### src/design/class_run_domain_builder_unit_defines.svh
// Assertion helpers shared by the files that check this block.
// Each macro samples on the rising edge of clk and is off while rst_n is low.
`ifndef CLASS_RUN_DOMAIN_BUILDER_UNIT_DEFINES_SVH
`define CLASS_RUN_DOMAIN_BUILDER_UNIT_DEFINES_SVH

// The consequent must hold in the same cycle as the antecedent.
`define CRDB_ASSERT_IMPLY(label, ante, cons, msg) \
    label: assert property (@(posedge clk) disable iff (!rst_n) (ante) |-> (cons)) \
        else $error(msg);

// The consequent must hold in the cycle after the antecedent.
`define CRDB_ASSERT_NEXT(label, ante, cons, msg) \
    label: assert property (@(posedge clk) disable iff (!rst_n) (ante) |=> (cons)) \
        else $error(msg);

`endif

### src/design/crdb_pkg.sv
package crdb_pkg;

    // Fixed field widths.
    localparam int CHROM_W = 10;
    localparam int COORD_W = 32;

    // Reset value of the minimum run length register.
    localparam int MIN_COUNT_RESET = 20;

    // Sequencer states of the run builder.
    typedef enum logic [2:0] {
        ST_IDLE,
        ST_CHECK,
        ST_DIV,
        ST_UPDATE,
        ST_SEND
    } crdb_state_t;

    // Status returned by the serial divider.
    typedef struct packed {
        logic busy;
        logic done;
    } div_stat_t;

endpackage

### src/design/class_run_domain_builder_unit.sv
// Channel  Dir  Request contents
// s_*      in   one site; tuser carries site_class, tlast carries segment_last
// m_*      out  one domain; tlast carries last_result
// cfg_*    in   min_count write data
//
// A site that closes no domain passes through CHECK, UPDATE and CHECK again before
// the next site is accepted. Each domain it emits passes through the serial divider,
// which works through the COUNT_BITS + SCORE_BITS bits of the run sum, then the
// output register, where it waits for as long as m_tready stays low.
// The input stays not ready until every domain of the site has been taken.
// rst_n clears the open run and sets min_count to 20; cfg writes are taken every cycle.
`include "class_run_domain_builder_unit_defines.svh"

module class_run_domain_builder_unit
    import crdb_pkg::*;
#(
    parameter int COUNT_BITS = 20,
    parameter int SCORE_BITS = 16
)
(
    input  logic                  clk,
    input  logic                  rst_n,
    // From the lowest bit: chrom_id, site_start, site_end, site_score, zero fill.
    input  logic [((2*COORD_W+CHROM_W+SCORE_BITS+7)/8)*8-1:0] s_tdata,
    // site_class.
    input  logic                  s_tuser,
    input  logic                  s_tlast,
    input  logic                  s_tvalid,
    output logic                  s_tready,
    // From the lowest bit: out_chrom, domain_start, domain_end, site_count,
    // mean_score, zero fill.
    output logic [((2*COORD_W+CHROM_W+COUNT_BITS+SCORE_BITS+7)/8)*8-1:0] m_tdata,
    output logic                  m_tlast,
    output logic                  m_tvalid,
    input  logic                  m_tready,
    input  logic [COUNT_BITS-1:0] cfg_data,
    input  logic                  cfg_valid,
    output logic                  cfg_ready
);

    localparam int SUM_W      = COUNT_BITS + SCORE_BITS;
    localparam int START_LSB  = CHROM_W;
    localparam int END_LSB    = CHROM_W + COORD_W;
    localparam int SCORE_LSB  = CHROM_W + 2*COORD_W;
    localparam int M_TDATA_W  = ((2*COORD_W+CHROM_W+COUNT_BITS+SCORE_BITS+7)/8)*8;

    crdb_state_t state_reg, state_next;

    // Configuration.
    logic [COUNT_BITS-1:0] min_count_reg;

    // Latched input site.
    logic [CHROM_W-1:0]    in_chrom_reg;
    logic [COORD_W-1:0]    in_start_reg;
    logic [COORD_W-1:0]    in_end_reg;
    logic [SCORE_BITS-1:0] in_score_reg;
    logic                  in_class_reg;
    logic                  in_last_reg;

    // Open run.
    logic                  run_active_reg;
    logic                  run_class_reg;
    logic [CHROM_W-1:0]    run_chrom_reg;
    logic [COORD_W-1:0]    run_first_start_reg;
    logic [COORD_W-1:0]    run_last_end_reg;
    logic [COUNT_BITS-1:0] run_sites_reg;
    logic [SUM_W-1:0]      run_sum_reg;

    // Sequencer flags: phase 0 is the class change close, phase 1 the segment end.
    logic                  phase_reg;
    logic                  pend_reg;
    logic                  more_reg;

    // Output register.
    logic [CHROM_W-1:0]    out_chrom_reg;
    logic [COORD_W-1:0]    out_start_reg;
    logic [COORD_W-1:0]    out_end_reg;
    logic [COUNT_BITS-1:0] out_count_reg;
    logic [SCORE_BITS-1:0] out_mean_reg;
    logic                  out_last_reg;

    logic                  in_acc;
    logic                  out_acc;
    logic                  close_cond;
    logic                  close_qual;
    logic                  div_go;
    logic [SUM_W:0]        sum_ext;
    logic [SCORE_BITS-1:0] mean_clamped;
    logic [SUM_W-1:0]      quotient;
    div_stat_t             div_stat;

    // Shared serial divider for the run means.
    crdb_div #(
        .DIVIDEND_W (SUM_W),
        .DIVISOR_W  (COUNT_BITS)
    ) u_div (
        .clk      (clk),
        .rst_n    (rst_n),
        .start    (div_go),
        .dividend (run_sum_reg),
        .divisor  (run_sites_reg),
        .stat     (div_stat),
        .quotient (quotient)
    );

    // Close decision for the current phase and the clamped mean.
    always_comb
    begin
        if (!phase_reg)
            close_cond = run_active_reg && (run_class_reg != in_class_reg);
        else
            close_cond = in_last_reg;
        close_qual = close_cond && run_active_reg && run_class_reg
                     && (run_sites_reg > min_count_reg);
        sum_ext = {1'b0, run_sum_reg} + (SUM_W+1)'(in_score_reg);
        if (quotient[SUM_W-1:SCORE_BITS] != '0)
            mean_clamped = '1;
        else
            mean_clamped = quotient[SCORE_BITS-1:0];
    end

    // Next state and handshake outputs.
    always_comb
    begin
        state_next = state_reg;
        s_tready   = 1'b0;
        m_tvalid   = 1'b0;
        div_go     = 1'b0;
        unique case (state_reg)
            ST_IDLE:
            begin
                s_tready = 1'b1;
                if (s_tvalid)
                    state_next = ST_CHECK;
            end
            ST_CHECK:
            begin
                if (!phase_reg)
                begin
                    div_go     = close_qual;
                    state_next = close_qual ? ST_DIV : ST_UPDATE;
                end
                else if (pend_reg)
                begin
                    state_next = ST_SEND;
                end
                else
                begin
                    div_go     = close_qual;
                    state_next = close_qual ? ST_DIV : ST_IDLE;
                end
            end
            ST_DIV:
            begin
                if (div_stat.done)
                    state_next = phase_reg ? ST_SEND : ST_UPDATE;
            end
            ST_UPDATE:
            begin
                state_next = ST_CHECK;
            end
            ST_SEND:
            begin
                m_tvalid = 1'b1;
                if (m_tready)
                begin
                    div_go     = more_reg;
                    state_next = more_reg ? ST_DIV : ST_IDLE;
                end
            end
            default:
            begin
                state_next = ST_IDLE;
            end
        endcase
    end

    assign in_acc    = s_tvalid && s_tready;
    assign out_acc   = m_tvalid && m_tready;
    assign cfg_ready = 1'b1;

    always_ff @(posedge clk or negedge rst_n)
    begin
        if (!rst_n)
            state_reg <= ST_IDLE;
        else
            state_reg <= state_next;
    end

    // Configuration register.
    always_ff @(posedge clk or negedge rst_n)
    begin
        if (!rst_n)
            min_count_reg <= COUNT_BITS'(MIN_COUNT_RESET);
        else if (cfg_valid && cfg_ready)
            min_count_reg <= cfg_data;
    end

    // Sequencer flags.
    always_ff @(posedge clk or negedge rst_n)
    begin
        if (!rst_n)
        begin
            phase_reg    <= 1'b0;
            pend_reg     <= 1'b0;
            more_reg     <= 1'b0;
            out_last_reg <= 1'b0;
        end
        else
        begin
            if (in_acc)
            begin
                phase_reg <= 1'b0;
                pend_reg  <= 1'b0;
            end
            if (state_reg == ST_UPDATE)
                phase_reg <= 1'b1;
            if (state_reg == ST_DIV && div_stat.done)
            begin
                if (!phase_reg)
                    pend_reg <= 1'b1;
                else
                    out_last_reg <= 1'b1;
            end
            if (state_reg == ST_CHECK && phase_reg && pend_reg)
            begin
                more_reg     <= close_qual;
                out_last_reg <= !close_qual;
            end
            if (out_acc)
            begin
                pend_reg <= 1'b0;
                more_reg <= 1'b0;
            end
        end
    end

    // Run state: close on request, then extend or open with the latched site.
    always_ff @(posedge clk or negedge rst_n)
    begin
        if (!rst_n)
        begin
            run_active_reg      <= 1'b0;
            run_class_reg       <= 1'b0;
            run_chrom_reg       <= '0;
            run_first_start_reg <= '0;
            run_last_end_reg    <= '0;
            run_sites_reg       <= '0;
            run_sum_reg         <= '0;
        end
        else if (state_reg == ST_CHECK && close_cond)
        begin
            run_active_reg <= 1'b0;
        end
        else if (state_reg == ST_UPDATE)
        begin
            run_active_reg   <= 1'b1;
            run_last_end_reg <= in_end_reg;
            if (run_active_reg)
            begin
                if (run_sites_reg != '1)
                    run_sites_reg <= run_sites_reg + 1'b1;
                if (sum_ext[SUM_W])
                    run_sum_reg <= '1;
                else
                    run_sum_reg <= sum_ext[SUM_W-1:0];
            end
            else
            begin
                run_class_reg       <= in_class_reg;
                run_chrom_reg       <= in_chrom_reg;
                run_first_start_reg <= in_start_reg;
                run_sites_reg       <= COUNT_BITS'(1);
                run_sum_reg         <= SUM_W'(in_score_reg);
            end
        end
    end

    // Input latch and output payload.
    always_ff @(posedge clk)
    begin
        if (in_acc)
        begin
            in_chrom_reg <= s_tdata[CHROM_W-1:0];
            in_start_reg <= s_tdata[START_LSB +: COORD_W];
            in_end_reg   <= s_tdata[END_LSB +: COORD_W];
            in_score_reg <= s_tdata[SCORE_LSB +: SCORE_BITS];
            in_class_reg <= s_tuser;
            in_last_reg  <= s_tlast;
        end
        if (div_go)
        begin
            out_chrom_reg <= run_chrom_reg;
            out_start_reg <= run_first_start_reg;
            out_end_reg   <= run_last_end_reg;
            out_count_reg <= run_sites_reg;
        end
        if (state_reg == ST_DIV && div_stat.done)
            out_mean_reg <= mean_clamped;
    end

    assign m_tdata = M_TDATA_W'({out_mean_reg, out_count_reg, out_end_reg,
                                 out_start_reg, out_chrom_reg});
    assign m_tlast = out_last_reg;

    // Checks on the sequencer.
    `CRDB_ASSERT_IMPLY(a_ready_not_busy, s_tready, !m_tvalid, "input ready while a domain waits")
    `CRDB_ASSERT_IMPLY(a_div_owned, div_stat.busy, state_reg == ST_DIV, "divider busy outside DIV")
    `CRDB_ASSERT_NEXT(a_last_frees, out_acc && m_tlast, s_tready, "not ready after last domain")
    `CRDB_ASSERT_IMPLY(a_run_count, run_active_reg, run_sites_reg != '0, "open run with no sites")

endmodule

### src/design/crdb_div.sv
// Restoring divider, one quotient bit per cycle.
module crdb_div
    import crdb_pkg::*;
#(
    parameter int DIVIDEND_W = 36,
    parameter int DIVISOR_W  = 20
)
(
    input  logic                  clk,
    input  logic                  rst_n,
    input  logic                  start,
    input  logic [DIVIDEND_W-1:0] dividend,
    input  logic [DIVISOR_W-1:0]  divisor,
    output div_stat_t             stat,
    output logic [DIVIDEND_W-1:0] quotient
);

    localparam int CNT_W = $clog2(DIVIDEND_W + 1);

    logic                  busy_reg;
    logic                  done_reg;
    logic [CNT_W-1:0]      cnt_reg;
    logic [DIVIDEND_W-1:0] quo_reg;
    logic [DIVISOR_W-1:0]  rem_reg;
    logic [DIVISOR_W-1:0]  den_reg;

    logic [DIVISOR_W:0]    trial;
    logic [DIVISOR_W:0]    diff;
    logic                  fits;

    // Shift in the next dividend bit and try one subtraction.
    always_comb
    begin
        trial = {rem_reg, quo_reg[DIVIDEND_W-1]};
        fits  = (trial >= {1'b0, den_reg});
        diff  = trial - {1'b0, den_reg};
    end

    // Control: count the steps and flag completion for one cycle.
    always_ff @(posedge clk or negedge rst_n)
    begin
        if (!rst_n)
        begin
            busy_reg <= 1'b0;
            done_reg <= 1'b0;
            cnt_reg  <= '0;
        end
        else if (start)
        begin
            busy_reg <= 1'b1;
            done_reg <= 1'b0;
            cnt_reg  <= CNT_W'(DIVIDEND_W);
        end
        else if (busy_reg)
        begin
            cnt_reg <= cnt_reg - 1'b1;
            if (cnt_reg == CNT_W'(1))
            begin
                busy_reg <= 1'b0;
                done_reg <= 1'b1;
            end
        end
        else
        begin
            done_reg <= 1'b0;
        end
    end

    // Datapath: partial remainder and quotient shift register.
    always_ff @(posedge clk)
    begin
        if (start)
        begin
            quo_reg <= dividend;
            rem_reg <= '0;
            den_reg <= divisor;
        end
        else if (busy_reg)
        begin
            quo_reg <= {quo_reg[DIVIDEND_W-2:0], fits};
            rem_reg <= fits ? diff[DIVISOR_W-1:0] : trial[DIVISOR_W-1:0];
        end
    end

    assign stat.busy = busy_reg;
    assign stat.done = done_reg;
    assign quotient  = quo_reg;

endmodule

### config.mk
export PLATFORM = sky130hd
export DESIGN_NAME = class_run_domain_builder_unit
export DESIGN_NICKNAME = d
export VERILOG_FILES = /design/src/design/crdb_pkg.sv /design/src/design/class_run_domain_builder_unit.sv /design/src/design/crdb_div.sv
export VERILOG_INCLUDE_DIRS = /design/src /design/src/design
export SDC_FILE = /design/constraint.sdc
export NUM_CORES = 1
export LEC_CHECK = 0
export BUFFER_PORTS_ARGS = -buffer_cell sky130_fd_sc_hd__buf_2
export CAP_MARGIN = 5
export CELL_PAD_IN_SITES_DETAIL_PLACEMENT = 1
export CELL_PAD_IN_SITES_GLOBAL_PLACEMENT = 2
export CORE_UTILIZATION = 42
export DETAILED_ROUTE_END_ITERATION = 8
export PLACE_DENSITY_LB_ADDON = 0.12
export SYNTH_ARGS = -nofsm -noshare
export SYNTH_HDL_FRONTEND = slang
export SYNTH_SLANG_ARGS = --single-unit
### constraint.sdc
create_clock -name clk -period 6.7 [get_ports clk]
set_input_delay 1.005 -clock clk [delete_from_list [all_inputs] [get_ports clk]]
set_output_delay 1.005 -clock clk [all_outputs]
set_load 0.005 [all_outputs]
==> reports/metrics.csv, run 1 <==
metric,value,unit
status,finished clean,
Yosys warning count,0,
cell area after placement,0.0198,mm2
initial cell density of the core,0.428,
worst skew pair latency,0.59,ns
final worst path period share,0.565,
count of flip-flops with a built-in enable after synthesis,238,
cell count after synthesis,1444,
type of the worst setup path,reg2reg,
maximum fanout along the worst path,51,
count of fill cells added during filler insertion,4437,
part of the total power dissipated in combinational logic,0.267,
number of top-level pins,239,
data arrival at the endpoint of the critical path,4.02,ns
worst reg2reg path depth,9,
global-route wire length before repair,71300,um
Fmax,264,MHz
endpoint of the most critical register-to-register path,out_start_reg[3],
Slew Limit Headroom,0.232,
share of the synthesized area in the top cell type,0.395,
netlist area before placement,0.0181,mm2
Die ar.,0.0439,mm2
CTS tree,done,
"FFs w/ async S/R, synth",0.393,
quantity of gates resized following cts,0,
most area-hungry cell type in the Yosys netlist,edfxtp_1,
clock-pin slew on the worst setup and hold paths,0.06,ns
number of hold buffers added after cts,0,
antenna violations before repair,15,
fin util,0.504,
layout cell share with drive strength beyond 1,0.238,
Die Height,210,um
total leakage power,8.84,nW
setup violation total in the final timing report,0,
sequential share of power,0.452,
clock buffer count from CTS,46,
Mean Syn Cell Area,12.5,um2
worst supply voltage drop on vdd,0.265,mV
synth unique cells,75,
WHS Path Cells,0,
post-CTS setup buffers,0,
power density over cell area,419,mW/mm2
routability congestion estimate from global placement,0.789,
minimum clock period after layout,3.78,ns
leading register cell type out of synthesis,edfxtp_1,
DRC errors left,0,
Slew @ Worst Pin,1.14,ns
number of standard-cell rows in the floorplan,75,
Bufs on Longest Clock Path,3,
final standard cell area without fillers,0.0213,mm2
internal power consumption,6.07,mW
via count of the first global-routing pass,12900,
GR Overflow Total,0,
worst hold path endpoint,out_end_reg[0],
via density per instance,5.36,
total number of clock tree sinks,425,
Setup Skew,0.00927,ns
number of DRC markers after the initial detailed-route iteration,484,
Root Driver,clkbuf_16,
Global Route Usage Sum,0.208,
worst min path class,reg2reg,
origin of the worst min-delay path,run_last_end_reg[0],
largest net degree at the start of global routing,73,
Vias,12100,
average wire length per cell after detail routing,19.8,um
synth top area cells,"edfxtp_1 (40%), dfrtp_1 (23%), mux2_2 (4.7%), ha_1 (4.1%), nand2_1 (3.9%)",
Max-Cap Viols,0,
count of TritonRoute iterations in the first routing pass,4,
endpoint kind of the worst setup timing path,flip-flop,
Clock Power Share,0.281,
H-tree Lvls,2,
setup TNS after final layout,0,ns
hold violation count in the final report,0,
launching element type of the critical path,flip-flop,
required time of the critical path,6.94,ns
"wirelength, routed",44500,um
switching part of the total power,0.319,
part of the Yosys area used for sequential elements,0.649,
count of input and output buffers,229,
worst reg2reg path startpoint,run_sites_reg[10],
number of synthesized register bits,425,
floorplan core area,0.0422,mm2
RSZ-0062 raised after global routing,false,
flop2flop setup slack,2.92,ns
area growth from synthesis to layout,17.6,%
final antenna-violating net count,0,
chip width,210,um
total half-perimeter wirelength after legalization and detailed placement,29800,um
Psw,2.84,mW
post-layout net count,1857,
number of slew-limit violations in the final report,0,
-- cells in the mapped netlist (6+ instances only) --
master    count
nand3_1      38
nand4_1      12
nand2_1     189
o22ai_1      10
buf_2         7
o21ai_0      95
a311oi_1     10
and4_1        7
o21ai_1       9
a21oi_1      62
nor2b_1      10
nor4_1       14
a31oi_1      28
dfxtp_1      20
xor2_1       21
nor2_1       60
a21o_1       14
ha_1         59
o21a_1        6
mux2_2       76
nand2b_1     11
edfxtp_1    238
and3_1       10
nor3_1       12
inv_1        63
dfrtp_1     165
clkbuf_1     47
a211oi_1      6
xnor2_1      22
or3_1        28
-- cells by family (layout without fill, tap and decap cells) --
group / Yosys count / after routing / synth area share
flops: 425 / 425 / 0.649
simple gates: 415 / 415 / 0.108
compound gates: 293 / 293 / 0.103
buf+inv: 126 / 389 / 0.0275
mux: 79 / 79 / 0.0490
fa+ha+maj: 61 / 61 / 0.0430
xor+xnor: 43 / 43 / 0.0208
other cells: 2 / 7 / 0.000415
-- critical path: stages (launching register included) --
cell and delay, ns:
dfrtp_1 0.46, ha_1 0.35, and4_1 0.21, nor4bb_1 0.48
o21ai_0 0.21, o2111ai_1 0.25, and3_1 0.29, a22oi_2 0.12
inv_4 0.53, buf_4 0.50
-- routing by layer --
layer  track usage  vias to the layer above  wire, um
met5             0                        -       141
met4        0.0652                       22       969
met3        0.0654                       77      2910
met2         0.334                      206     20700
met1         0.269                     5993     19800
li1              -                     5759         -
-- final cells by class --
class / count / area, um2 / area share
Clock inverter: 20 / 226 / 0.0106
Sequential cell: 425 / 11700 / 0.552
Multi-Input combinational cell: 894 / 5890 / 0.277
Inverter: 63 / 241 / 0.0114
Antenna cell: 4 / 10.0 / 0.000471
Timing Repair Buffer: 243 / 1260 / 0.0591
Tap cell: 539 / 674 / 0.0317
Clock buffer: 63 / 1240 / 0.0581
-- how the worst max path moves through the flow --
stage	startpoint	endpoint	slack (ns)	cells after the start
detailed placement	run_sites_reg[10]	out_chrom_reg[7]	2.84	9
floorplan	run_sites_reg[10]	out_chrom_reg[0]	2.35	9
global route	run_sites_reg[10]	out_start_reg[13]	2.64	9
global placement	run_sites_reg[10]	out_chrom_reg[6]	2.82	9
finish	run_sites_reg[10]	out_start_reg[3]	2.92	9
CTS	run_sites_reg[10]	out_start_reg[3]	2.83	9
-- power groups by stage --
| stage | logic [mW] | registers, mW | clock network [mW] |
|---|---|---|---|
| after global routing | 2.70 | 4.12 | 2.66 |
| final | 2.38 | 4.03 | 2.51 |
| after CTS | 2.42 | 4.04 | 2.58 |
| after floorplan | 1.82 | 3.92 | 0 |
| after detailed placement | 2.40 | 4.08 | 0 |
| after global placement | 2.30 | 4.03 | 0 |
-- through the flow --
step                      worst slack, ns  std cells  hold WS (ns)  power, mW
final                                2.92       2251         0.441       8.91
after global routing                 2.64       2250         0.450       9.48
after CTS                            2.83       2247         0.444       9.03
after detailed placement             2.84       2164         0.428       6.48
after global placement               2.82       2164         0.419       6.33
after floorplan                      2.35       1445         0.415       5.74
-- layout by cell type, fill, tap and decap left out, types with 20 or more instances in the layout --
cell       netlist  layout
edfxtp_1       238     238
buf_2            7     228
nand2_1        189     188
dfrtp_1        165     165
o21ai_0         95      95
mux2_2          76      76
a21oi_1         62      62
inv_1           63      61
nor2_1          60      59
ha_1            59      59
clkbuf_16        0      47
nand3_1         38      38
or3_1           28      28
a31oi_1         28      28
xnor2_1         22      22
xor2_1          21      21
dfxtp_1         20      20
No activity file was read; power rests on OpenSTA's default activity.
==> run 2, diff against run 1 <==
ABC_AREA = 1   (was not set)
CORE_UTILIZATION = 37   (was 42)
clock period = 3.5 ns   (was 6.7 ns; I/O delays follow)
==> reports/metrics.csv, run 2 <==
metric,value,unit
part of the Yosys area used for sequential elements,0.598,
Critical Path Slowest Stage Cell,nor2_2,
Vias,14700,
RSZ-0062 raised after global routing,false,
count of TritonRoute iterations in the first routing pass,7,
buffer and inverter count on the worst path,2,
Max-Cap Viols,0,
"FFs w/ async S/R, synth",0.393,
via count of the first global-routing pass,15500,
endpoint kind of the worst setup timing path,flip-flop,
average wire length per cell after detail routing,18.6,um
hold violation count in the final report,0,
total half-perimeter wirelength after legalization and detailed placement,40400,um
worst skew pair latency,0.59,ns
H-tree Lvls,2,
post-layout net count,2443,
routability congestion estimate from global placement,0.861,
setup violation total in the final timing report,0,
number of hold buffers added after cts,1,
required time of the critical path,3.82,ns
most area-hungry cell type in the Yosys netlist,edfxtp_1,
GR Overflow Total,0,
Slew @ Worst Pin,1.20,ns
Bufs on Longest Clock Path,3,
clock-pin slew on the worst setup and hold paths,0.06,ns
minimum clock period after layout,3.16,ns
setup TNS after final layout,0,ns
largest net degree at the start of global routing,76,
total power of the final layout,17.9,mW
layout cell share with drive strength beyond 1,0.185,
Mean Syn Cell Area,9.80,um2
total number of clock tree sinks,425,
share of the synthesized area in the top cell type,0.364,
data arrival at the endpoint of the critical path,3.48,ns
floorplan core area,0.0524,mm2
"top cells by count, synth","nand2_1 (618), edfxtp_1 (238), inv_1 (206)",
count of input and output buffers,229,
final worst path period share,0.902,
post-CTS setup buffers,0,
clock buffer count from CTS,46,
type of the worst setup path,reg2reg,
Die Height,232,um
netlist area before placement,0.0196,mm2
DRC errors left,0,
combined area of the multi-input logic cells,0.00685,mm2
total leakage power,10.6,nW
Global Route Usage Sum,0.211,
number of DRC markers after the initial detailed-route iteration,591,
Root Driver,clkbuf_16,
area growth from synthesis to layout,18.5,%
leading register cell type out of synthesis,edfxtp_1,
maximum fanout along the worst path,36,
cell count after synthesis,2002,
most common cell in the synthesized netlist,nand2_1,
most frequent standard cell in the layout excluding fill and tap cells,nand2_1,
Die ar.,0.0540,mm2
Yosys warning count,0,
launching element type of the critical path,flip-flop,
flip-flop and latch area,0.0117,mm2
synth top area cells,"edfxtp_1 (36%), dfrtp_1 (21%), nand2_1 (12%), inv_1 (3.9%), ha_1 (3.8%)",
via density per instance,4.91,
Fmax,317,MHz
"leading cell types in the layout, fill and taps excluded","nand2_1 (617), edfxtp_1 (238), buf_2 (228)",
initial cell density of the core,0.374,
synth unique cells,50,
final antenna-violating net count,0,
number of standard-cell rows in the floorplan,84,
status,finished clean,
"wirelength, routed",55800,um
quantity of gates resized following cts,0,
chip width,232,um
worst supply voltage drop on vdd,0.434,mV
count of fill cells added during filler insertion,5989,
cell-by-cell listing of the critical path,ha_1 > nand2_1 > nor2_1 > nand2_1 > nor2_1 > a21oi_2 > nand3_2 > nand2_8 > nor2_2 > inv_1 > buf_12,
Slew Limit Headroom,0.198,
power density over cell area,771,mW/mm2
number of top-level pins,239,
worst stage delay on the critical path,0.82,ns
global-route wire length before repair,87700,um
number of synthesized register bits,425,
count of flip-flops with a built-in enable after synthesis,238,
CTS tree,done,
Setup Skew,0.0147,ns
worst min path class,in2reg,
number of slew-limit violations in the final report,0,
"delay-heaviest family, CP",simple AND/OR/NAND/NOR gates,
antenna violations before repair,14,
-- run 2: cell types whose count changed after synthesis, moves of 23 or more --
cell      delta
nor2_1      +88
nand2_1    +429
clkbuf_1    -31
inv_1      +143
or3_1       -28
nand4_1     +23
nand3_1     +56
a31oi_1     -28
mux2_2      -33
-- run 2: area by class of cell --
| class | count | area share |
|---|---|---|
| flip-flops and latches | 425 | 0.505 |
| multi-input cells | 1314 | 0.294 |
| repair buffers | 260 | 0.0640 |
| clock buffers | 68 | 0.0561 |
| well taps | 688 | 0.0370 |
| inverters | 212 | 0.0342 |
| clock inverters | 17 | 0.00893 |
| diodes | 6 | 0.000646 |
-- run 2: kinds of logic after synthesis --
family / share of synthesized area
flops: 0.598
mux: 0.0252
simple gates: 0.212
buf+inv: 0.0554
fa+ha+maj: 0.0397
xor+xnor: 0.0143
other cells: 0.000383
compound gates: 0.0553
-- run 2: stage by stage --
step / setup WS (ns) / hold slack [ns] / cells / cell area (um2) / utilization
after floorplan: 0.666 / 0.229 / 2003 / 19600 / -
after global placement: 0.320 / 0.423 / 2898 / 21700 / 0.414
after detailed placement: 0.299 / 0.429 / 2898 / 21700 / 0.414
after CTS: 0.287 / 0.0681 / 2984 / 23200 / 0.443
after global routing: 0.00171 / 0.0735 / 2984 / 23200 / 0.443
final: 0.344 / 0.107 / 2990 / 23200 / 0.443
-- run 2: path summary, 6_finish.rpt --
check	endpoint	depth (start not counted)	from	slack, ns
worst min register to register	out_start_reg[26]	0	run_first_start_reg[26]	0.44
worst min-delay path	in_score_reg[11]	1	s_tdata[85]	0.11
max in group asynchronous	run_last_end_reg[0]	3	rst_n	2.16
worst max register to register	u_div.quotient[12]	11	run_sites_reg[10]	0.34
worst max-delay path	u_div.quotient[12]	11	run_sites_reg[10]	0.34
min in group asynchronous	run_sites_reg[17]	2	rst_n	0.50
-- run 2: where the power goes --
group | total, mW | leakage [nW] | switching (mW) | internal [mW]
Sequential | 7.48 | 4.52 | 0.695 | 6.78
Clock | 4.84 | 0.706 | 2.08 | 2.76
Combinational | 5.60 | 5.36 | 3.65 | 1.95
Total | 17.9 | 10.6 | 6.42 | 11.5
-- run 2: worst reg2reg max path, cell delays in order, from the launching register on --
cell	delay (ns)
dfrtp_1	0.48
ha_1	0.32
nand2_1	0.06
nor2_1	0.15
nand2_1	0.07
nor2_1	0.17
a21oi_2	0.09
nand3_2	0.18
nand2_8	0.07
nor2_2	0.82
inv_1	0.20
buf_12	0.26
-- run 2: per-layer routing --
metal  up-vias  global-route usage  wire length [um]
met2       292               0.331             25100
li1       7149                   -                 -
met1      7120               0.276             25000
met4        16              0.0528              1230
met3        93              0.0728              4270
met5         -                   0               100
